--- config.mk ---
export PLATFORM = sky130hd
export DESIGN_NAME = lin_frame_builder
export DESIGN_NICKNAME = d
export VERILOG_FILES = /design/src/lfb_pkg.sv /design/src/lfb_front.sv /design/src/lfb_queue.sv /design/src/lfb_back.sv /design/src/lin_frame_builder.sv
export SDC_FILE = /design/constraint.sdc
export NUM_CORES = 1
export LEC_CHECK = 0
export BUFFER_PORTS_ARGS = -buffer_cell sky130_fd_sc_hd__buf_2
export CELL_PAD_IN_SITES_DETAIL_PLACEMENT = 1
export CELL_PAD_IN_SITES_GLOBAL_PLACEMENT = 1
export CORE_MARGIN = 1.5
export CORE_UTILIZATION = 48
export DETAILED_ROUTE_END_ITERATION = 8
export HOLD_SLACK_MARGIN = 0.15
export PLACE_DENSITY = 0.76
export SYNTH_ARGS = -nofsm -noshare
export SYNTH_HDL_FRONTEND = slang
export SYNTH_HIERARCHICAL = 1
export SYNTH_SLANG_ARGS = --single-unit
export TNS_END_PERCENT = 1
--- constraint.sdc ---
create_clock -name i_clk -period 4.1 [get_ports i_clk]
set_input_delay 0.615 -clock i_clk [delete_from_list [all_inputs] [get_ports i_clk]]
set_output_delay 0.615 -clock i_clk [all_outputs]
set_load 0.01 [all_outputs]
--- src/lfb_pkg.sv ---
// Shared types and constants for the LIN frame builder.
// No dependencies; imported by every lfb_* module and the top level.
`timescale 1ns / 1ps

package lfb_pkg;

    // Byte kind codes as seen on the output tuser
    typedef enum logic [1:0] {
        K_SYNC  = 2'd0,
        K_PID   = 2'd1,
        K_DATA  = 2'd2,
        K_CHECK = 2'd3
    } t_kind;

    localparam logic [7:0] SYNC_BYTE     = 8'h55;
    localparam logic [5:0] DIAG_ID_RESET = 6'd60;

    // Job queue between front and back
    localparam int Q_DEPTH = 2;
    localparam int Q_PTR_W = (Q_DEPTH > 1) ? $clog2(Q_DEPTH) : 1;
    localparam int Q_CNT_W = $clog2(Q_DEPTH + 1);

    // One classified input item, ready to be serialized
    typedef struct packed {
        logic       is_read;   // header request: sync + pid only
        logic       has_hdr;   // first payload byte: sync + pid before data
        logic       has_chk;   // last payload byte: checksum after data
        logic [7:0] pid;
        logic [7:0] data;
        logic [7:0] chk;
    } t_job;

    // Protected identifier: two parity bits above the 6-bit id
    function automatic logic [7:0] protect_id(input logic [5:0] id);
        logic p0;
        logic p1;
        p0 = id[0] ^ id[1] ^ id[2] ^ id[4];
        p1 = ~(id[1] ^ id[3] ^ id[4] ^ id[5]);
        return {p1, p0, id};
    endfunction

endpackage

--- src/lfb_front.sv ---
// Front end: accepts input beats, keeps the running checksum and builds jobs.
// Depends on lfb_pkg.
`timescale 1ns / 1ps

module lfb_front (
    input  logic         i_clk,
    input  logic         i_rst_n,
    input  logic         i_cfg_valid,
    input  logic [5:0]   i_cfg_data,
    input  logic         i_valid,
    input  logic         i_mode,
    input  logic [5:0]   i_frame_id,
    input  logic [7:0]   i_data_byte,
    input  logic         i_first_byte,
    input  logic         i_last_byte,
    input  logic         i_q_full,
    output logic         o_ready,
    output logic         o_push,
    output lfb_pkg::t_job o_job
);
    import lfb_pkg::*;

    logic [5:0] r_diag_id;
    logic [7:0] r_sum;
    logic [7:0] n_sum;
    logic [7:0] w_pid;
    logic [7:0] w_seed;
    logic [8:0] w_add;

    assign o_ready = ~i_q_full;
    assign o_push  = i_valid & o_ready;
    assign w_pid   = protect_id(i_frame_id);

    // Seed on a frame start: zero for the diagnostic id (classic), else pid
    always_comb begin
        if (i_first_byte) begin
            w_seed = (i_frame_id == r_diag_id) ? 8'h00 : w_pid;
        end else begin
            w_seed = r_sum;
        end
        w_add = {1'b0, w_seed} + {1'b0, i_data_byte};
        // end-around carry: subtract 255 when the sum overflows
        n_sum = w_add[8] ? (w_add[7:0] + 8'd1) : w_add[7:0];
    end

    // Job for the back end
    always_comb begin
        o_job.is_read = i_mode;
        o_job.has_hdr = i_first_byte;
        o_job.has_chk = i_last_byte;
        o_job.pid     = w_pid;
        o_job.data    = i_data_byte;
        o_job.chk     = ~n_sum;
    end

    // Config register and checksum state; read requests leave the sum alone
    always_ff @(posedge i_clk) begin
        if (!i_rst_n) begin
            r_diag_id <= DIAG_ID_RESET;
            r_sum     <= 8'h00;
        end else begin
            if (i_cfg_valid) begin
                r_diag_id <= i_cfg_data;
            end
            if (o_push && !i_mode) begin
                r_sum <= n_sum;
            end
        end
    end

endmodule

--- src/lfb_queue.sv ---
// Short job queue between front and back ends, registers only.
// Depends on lfb_pkg.
`timescale 1ns / 1ps

module lfb_queue (
    input  logic          i_clk,
    input  logic          i_rst_n,
    input  logic          i_push,
    input  lfb_pkg::t_job i_job,
    input  logic          i_pop,
    output logic          o_valid,
    output logic          o_full,
    output lfb_pkg::t_job o_job
);
    import lfb_pkg::*;

    t_job               r_mem [Q_DEPTH];
    logic [Q_PTR_W-1:0] r_wr_ptr;
    logic [Q_PTR_W-1:0] r_rd_ptr;
    logic [Q_CNT_W-1:0] r_count;

    assign o_valid = (r_count != '0);
    assign o_full  = (r_count == Q_CNT_W'(Q_DEPTH));
    assign o_job   = r_mem[r_rd_ptr];

    function automatic logic [Q_PTR_W-1:0] ptr_inc(input logic [Q_PTR_W-1:0] p);
        return (p == Q_PTR_W'(Q_DEPTH - 1)) ? '0 : p + 1'b1;
    endfunction

    // Storage
    always_ff @(posedge i_clk) begin
        if (i_push) begin
            r_mem[r_wr_ptr] <= i_job;
        end
    end

    // Pointers and fill count
    always_ff @(posedge i_clk) begin
        if (!i_rst_n) begin
            r_wr_ptr <= '0;
            r_rd_ptr <= '0;
            r_count  <= '0;
        end else begin
            if (i_push) begin
                r_wr_ptr <= ptr_inc(r_wr_ptr);
            end
            if (i_pop) begin
                r_rd_ptr <= ptr_inc(r_rd_ptr);
            end
            if (i_push && !i_pop) begin
                r_count <= r_count + 1'b1;
            end else if (!i_push && i_pop) begin
                r_count <= r_count - 1'b1;
            end
        end
    end

endmodule

--- src/lfb_back.sv ---
// Back end: walks each job through its output beats into the output register.
// Depends on lfb_pkg.
`timescale 1ns / 1ps

module lfb_back (
    input  logic          i_clk,
    input  logic          i_rst_n,
    input  logic          i_q_valid,
    input  lfb_pkg::t_job i_job,
    output logic          o_pop,
    output logic          o_valid,
    input  logic          i_ready,
    output logic [7:0]    o_byte,
    output logic [1:0]    o_kind,
    output logic          o_end
);
    import lfb_pkg::*;

    t_kind      r_step;
    t_kind      n_step;
    logic       r_busy;
    logic       n_busy;
    logic       r_valid;
    logic       n_valid;
    logic [7:0] r_byte;
    logic [1:0] r_kind;
    logic       r_end;

    t_kind      w_cur;
    t_kind      w_next;
    logic       w_last;
    logic       w_end;
    logic [7:0] w_byte;
    logic       w_load;

    // Next beat of the head job and what follows it
    always_comb begin
        if (r_busy) begin
            w_cur = r_step;
        end else begin
            w_cur = (i_job.is_read || i_job.has_hdr) ? K_SYNC : K_DATA;
        end
        case (w_cur)
            K_SYNC: begin
                w_byte = SYNC_BYTE;
                w_end  = 1'b0;
                w_last = 1'b0;
                w_next = K_PID;
            end
            K_PID: begin
                w_byte = i_job.pid;
                w_end  = i_job.is_read;
                w_last = i_job.is_read;
                w_next = K_DATA;
            end
            K_DATA: begin
                w_byte = i_job.data;
                w_end  = 1'b0;
                w_last = ~i_job.has_chk;
                w_next = K_CHECK;
            end
            K_CHECK: begin
                w_byte = i_job.chk;
                w_end  = 1'b1;
                w_last = 1'b1;
                w_next = K_SYNC;
            end
            default: begin
                w_byte = SYNC_BYTE;
                w_end  = 1'b0;
                w_last = 1'b1;
                w_next = K_SYNC;
            end
        endcase

        w_load  = i_q_valid && (!r_valid || i_ready);
        o_pop   = w_load && w_last;
        n_busy  = w_load ? ~w_last : r_busy;
        n_step  = w_load ? w_next : r_step;
        n_valid = w_load ? 1'b1 : (i_ready ? 1'b0 : r_valid);
    end

    // Sequencer state
    always_ff @(posedge i_clk) begin
        if (!i_rst_n) begin
            r_step  <= K_SYNC;
            r_busy  <= 1'b0;
            r_valid <= 1'b0;
        end else begin
            r_step  <= n_step;
            r_busy  <= n_busy;
            r_valid <= n_valid;
        end
    end

    // Output beat register
    always_ff @(posedge i_clk) begin
        if (w_load) begin
            r_byte <= w_byte;
            r_kind <= w_cur;
            r_end  <= w_end;
        end
    end

    assign o_valid = r_valid;
    assign o_byte  = r_byte;
    assign o_kind  = r_kind;
    assign o_end   = r_end;

endmodule

--- src/lin_frame_builder.sv ---
// LIN frame builder top level: front end, two-entry job queue, back end.
// An accepted input beat is written to the job queue first; its first output beat is then registered in the back end.
// Throughput: one output beat per cycle while m_axis_tready is high and a job is
// queued; an input beat makes 1 to 4 output beats of the back-end sequencer, and
// input is taken each cycle while the job queue has room. Reset (synchronous, active low) empties the queue,
// drops any output beat, clears the checksum and sets diag_frame_id to 60.
`timescale 1ns / 1ps

module lin_frame_builder (
    input  logic        i_clk,
    input  logic        i_rst_n,
    // configuration: diag_frame_id
    input  logic        i_cfg_valid,
    output logic        o_cfg_ready,
    input  logic [5:0]  i_cfg_data,
    // input stream
    input  logic        s_axis_tvalid,
    output logic        s_axis_tready,
    input  logic [15:0] s_axis_tdata,   // [5:0] frame_id, [13:6] data_byte, [15:14] zero
    input  logic [1:0]  s_axis_tuser,   // [0] mode, [1] first_byte
    input  logic        s_axis_tlast,   // last_byte
    // output stream
    output logic        m_axis_tvalid,
    input  logic        m_axis_tready,
    output logic [7:0]  m_axis_tdata,   // [7:0] out_byte
    output logic [1:0]  m_axis_tuser,   // [1:0] byte_kind
    output logic        m_axis_tlast    // frame_end
);
    import lfb_pkg::*;

    logic w_push;
    logic w_pop;
    logic w_q_full;
    logic w_q_valid;
    t_job w_job_in;
    t_job w_job_head;

    assign o_cfg_ready = 1'b1;

    lfb_front u_front (
        .i_clk        (i_clk),
        .i_rst_n      (i_rst_n),
        .i_cfg_valid  (i_cfg_valid),
        .i_cfg_data   (i_cfg_data),
        .i_valid      (s_axis_tvalid),
        .i_mode       (s_axis_tuser[0]),
        .i_frame_id   (s_axis_tdata[5:0]),
        .i_data_byte  (s_axis_tdata[13:6]),
        .i_first_byte (s_axis_tuser[1]),
        .i_last_byte  (s_axis_tlast),
        .i_q_full     (w_q_full),
        .o_ready      (s_axis_tready),
        .o_push       (w_push),
        .o_job        (w_job_in)
    );

    lfb_queue u_queue (
        .i_clk   (i_clk),
        .i_rst_n (i_rst_n),
        .i_push  (w_push),
        .i_job   (w_job_in),
        .i_pop   (w_pop),
        .o_valid (w_q_valid),
        .o_full  (w_q_full),
        .o_job   (w_job_head)
    );

    lfb_back u_back (
        .i_clk     (i_clk),
        .i_rst_n   (i_rst_n),
        .i_q_valid (w_q_valid),
        .i_job     (w_job_head),
        .o_pop     (w_pop),
        .o_valid   (m_axis_tvalid),
        .i_ready   (m_axis_tready),
        .o_byte    (m_axis_tdata),
        .o_kind    (m_axis_tuser),
        .o_end     (m_axis_tlast)
    );

`ifndef NO_ASSERTIONS
    // sync and data beats never close a frame
    a_no_end_on_sync_data: assert property (@(posedge i_clk) disable iff (!i_rst_n)
        m_axis_tvalid && (m_axis_tuser == K_SYNC || m_axis_tuser == K_DATA)
            |-> !m_axis_tlast)
        else $error("frame end flagged on sync or data beat");

    // a taken sync beat is followed at once by its protected identifier
    a_pid_after_sync: assert property (@(posedge i_clk) disable iff (!i_rst_n)
        m_axis_tvalid && m_axis_tready && m_axis_tuser == K_SYNC
            |=> m_axis_tvalid && m_axis_tuser == K_PID)
        else $error("protected identifier did not follow sync");

    // the back end only pops a job that is there
    a_pop_valid: assert property (@(posedge i_clk) disable iff (!i_rst_n)
        w_pop |-> w_q_valid)
        else $error("job queue popped while empty");

    // reset leaves the output and the job queue empty
    a_reset_empty: assert property (@(posedge i_clk)
        !i_rst_n |=> !m_axis_tvalid && !w_q_valid)
        else $error("output or queue not empty after reset");
`endif

endmodule

==> summary.md <==
| Metric | Value |
|---|---|
| Status | `finished clean` |
| Total global routing overflow | `0` |
| FF+latch count, synth | `88` |
| M1 WL | `3.99 mm` |
| Hold Path Depth | `1` |
| H-tree level count | `3` |
| Worst hold path class | `input port to register` |
| Vias in the first global route | `2826` |
| WP data required | `4.31 ns` |
| Layout cells sized above 1 | `0.279` |
| Post-CTS resize count | `0` |
| Sink Count | `88` |
| Largest net degree at the start of global routing | `28` |
| Largest cells by area after synthesis | `edfxtp_1, dfxtp_1, mux2_2` |
| Final #Nets | `418` |
| Global-route wire length before repair | `15.0 mm` |
| Sum of negative setup slack | `0 ns` |
| Max incr delay on CP | `0.39 ns` |
| Slowest cell on crit path | `fa_1` |
| Tot GR Track Use | `0.204` |
| Drt total wl | `9.30 mm` |
| Final setup viols | `0` |
| Syn Nets | `391` |
| Detailed-route via count | `2651` |
| TritonCTS clock tree | `built` |
| MaxCap Viol Count | `0` |
| Slew Limit Fails | `0` |
| Area growth from synthesis to layout | `10.0%` |
| Starting Density | `0.500` |
| Initial antenna violation count | `0` |
| Later-pin clock latency in the skew report | `0.36 ns` |
| First-pass detailed-route iteration total | `4` |
| Synth warn | `6` |
| Chip width | `98.5 µm` |
| # rows | `34` |
| Worst Setup Start Kind | `input port` |
| Top sig layer | `met4` |
| Setup slack after layout | `0.686 ns` |
| Static leakage | `1.87 nW` |
| Fmax | `293 MHz` |
| # Post-CTS Setup Buffers | `0` |
| Post-DP HPWL | `6.73 mm` |
| Crit path kind | `input port to register` |
| Die Footprint | `9710 µm²` |
| Sequential share of the synthesized area | `0.551` |
| Worst path arrival time | `3.62 ns` |
| Tcrit/Tclk final | `0.833` |
| Area occupied by multi-input gates | `1700 µm²` |
| Worst setup EP type | `register` |
| Routed Antenna Nets | `0` |
| CP Max Fanout | `8` |
| Slew HR | `0.201` |
| Synth Flop Type | `edfxtp_1` |
| PD cells | `526 nW/µm²` |
| Routed len/inst | `19.1 µm` |
| DR WL met3 | `198 µm` |
| Final Critical Period | `3.41 ns` |
| Avg Vias per Cell | `5.43` |
| Place WS | `0.313 ns` |
| Hold-fix buffers, CTS | `0` |
| Worst ir drop on vdd | `242 µV` |
| Most frequent cells in the layout | `edfxtp_1, buf_2, nand2_1` |
| R2R depth | `15` |
| Post-synth cell types | `58` |
| Post-synth EDFFs | `65` |
| RSZ-0062 raised after global routing | `no` |
| Root Driver | `clkbuf_8` |
| Core Area | `8760 µm²` |
| Detailed-routed wire length on met2 | `4.99 mm` |
| Critical path cell sequence | `buf_2, xnor2_1, nand4_1, o31a_1, nand2_1, o21ai_0, ha_1, inv_1, fa_1, and2b_1, o21ai_2, a21oi_4, nand4_1, a211oi_2, xor2_1, a21oi_1` |
| Final Hold Vio Count | `0` |
| Most used cell, CP | `nand4_1` |
| Avg Cell Area, Syn | `12.6 µm²` |
| Antenna Cells | `0` |
| Top cell type's share of synthesized area | `0.446` |
| Die H | `98.5 µm` |
| Most common cell after layout, fill and taps aside | `edfxtp_1` |
| Most area-hungry cell type in the Yosys netlist | `edfxtp_1` |
| Mapped Area | `4380 µm²` |
| Clock-pin slew on the worst setup and hold paths | `0.08 ns` |
| Register area | `2410 µm²` |
| Clock Tree Buf Depth | `2` |
| Num CTS Buffers | `9` |
| GPL Wtd Cong | `0.775` |
| Worst-Margin Slew | `1.20 ns` |
| Clock Skew | `0.0127 ns` |
| Filler cells | `903` |
| Post-synth ARST share | `0` |
| Cells after Synth | `348` |
| Initial DRC count | `54` |
| PortBufs | `40` |
| IO Pins | `44` |
| DRC | `0` |
-- report_power, final --
group | leakage [nW] | internal [mW] | switching (mW)
clock network | 0.128 | 0.468 | 0.305
registers | 0.795 | 1.12 | 0.0586
logic | 0.951 | 0.239 | 0.340
total | 1.87 | 1.83 | 0.704
-- routing by layer --
metal	vias up	GRT usage
met4	0	0.0650
met2	42	0.367
met5	-	0
met3	8	0.0340
met1	1324	0.248
li1	1277	-
-- critical path: cells and delay by family --
kind,cells,cell delay (ns)
buf+inv,2,0.20
compound gates,6,1.08
xor+xnor,2,0.44
fa+ha+maj,2,0.61
simple gates,4,0.65
-- state kept, by name, summed over array words and instances, names as in the netlist, named ones only --
register and count:
u_back/o_end 1, u_queue/r_wr_ptr 1, u_back/o_kind 2, u_back/r_step 2
u_queue/r_count 2, u_queue/r_mem 54, u_back/o_byte 8, u_back/o_valid 1
u_front/r_diag_id 6, u_front/r_sum 8, u_back/r_busy 1, u_queue/r_rd_ptr 1
-- worst paths after layout --
kind | start | to | slack (ns)
worst max-delay path | s_axis_tdata[2] | u_front/r_sum[6] | 0.69
worst min-delay path | s_axis_tlast | u_queue/r_mem[1][24] | 0.44
worst max register to register | u_front/r_diag_id[3] | u_front/r_sum[6] | 0.75
worst min register to register | u_front/r_sum[4] | u_front/r_sum[4] | 0.51
-- cells by family (layout without fill, tap and decap cells) --
group                      after synthesis  in the layout  synth area share
other                                    1              1          0.000856
AOI/OAI and AO/OA                       51             51            0.0894
muxes                                   38             38            0.0945
adders and majority gates               13             13            0.0388
xor gates and xnor gates                26             26            0.0617
and+or+nand+nor                         82             82             0.103
buffers and inverters                   49             81            0.0611
DFF                                     88             88             0.551
-- cells in the mapped netlist, drive strengths merged (5+ instances only) --
library cell	instances
clkbuf	5
a211oi	8
dfxtp	23
nor2b	7
and2	7
inv	21
a21oi	11
mux2	27
xnor2	13
buf	23
nand4	7
nor2	9
xor2	12
edfxtp	65
o211a	6
ha	12
nand2	30
o21ai	15
mux2i	11
-- cell type report --
cell class	count	share of cell area
flip-flops and latches	88	0.501
well taps	108	0.0280
clock inverters	5	0.0267
repair buffers	44	0.0478
inverters	21	0.0164
clock buffers	11	0.0273
multi-input cells	211	0.353
-- stage by stage --
step / power [mW] / util / area (µm²) / cells / hold WS, ns
6_report: 2.53 / 0.550 / 4820 / 488 / 0.445
5_1_grt: 2.66 / 0.550 / 4820 / 488 / 0.437
4_1_cts: 2.56 / 0.550 / 4820 / 488 / 0.429
3_5_place_dp: 1.78 / 0.520 / 4560 / 472 / 0.489
3_3_place_gp: 1.74 / 0.520 / 4560 / 472 / 0.473
2_1_floorplan: 1.61 / - / 4380 / 348 / 0.461
Note: power is estimated with default switching activity, not from simulation.
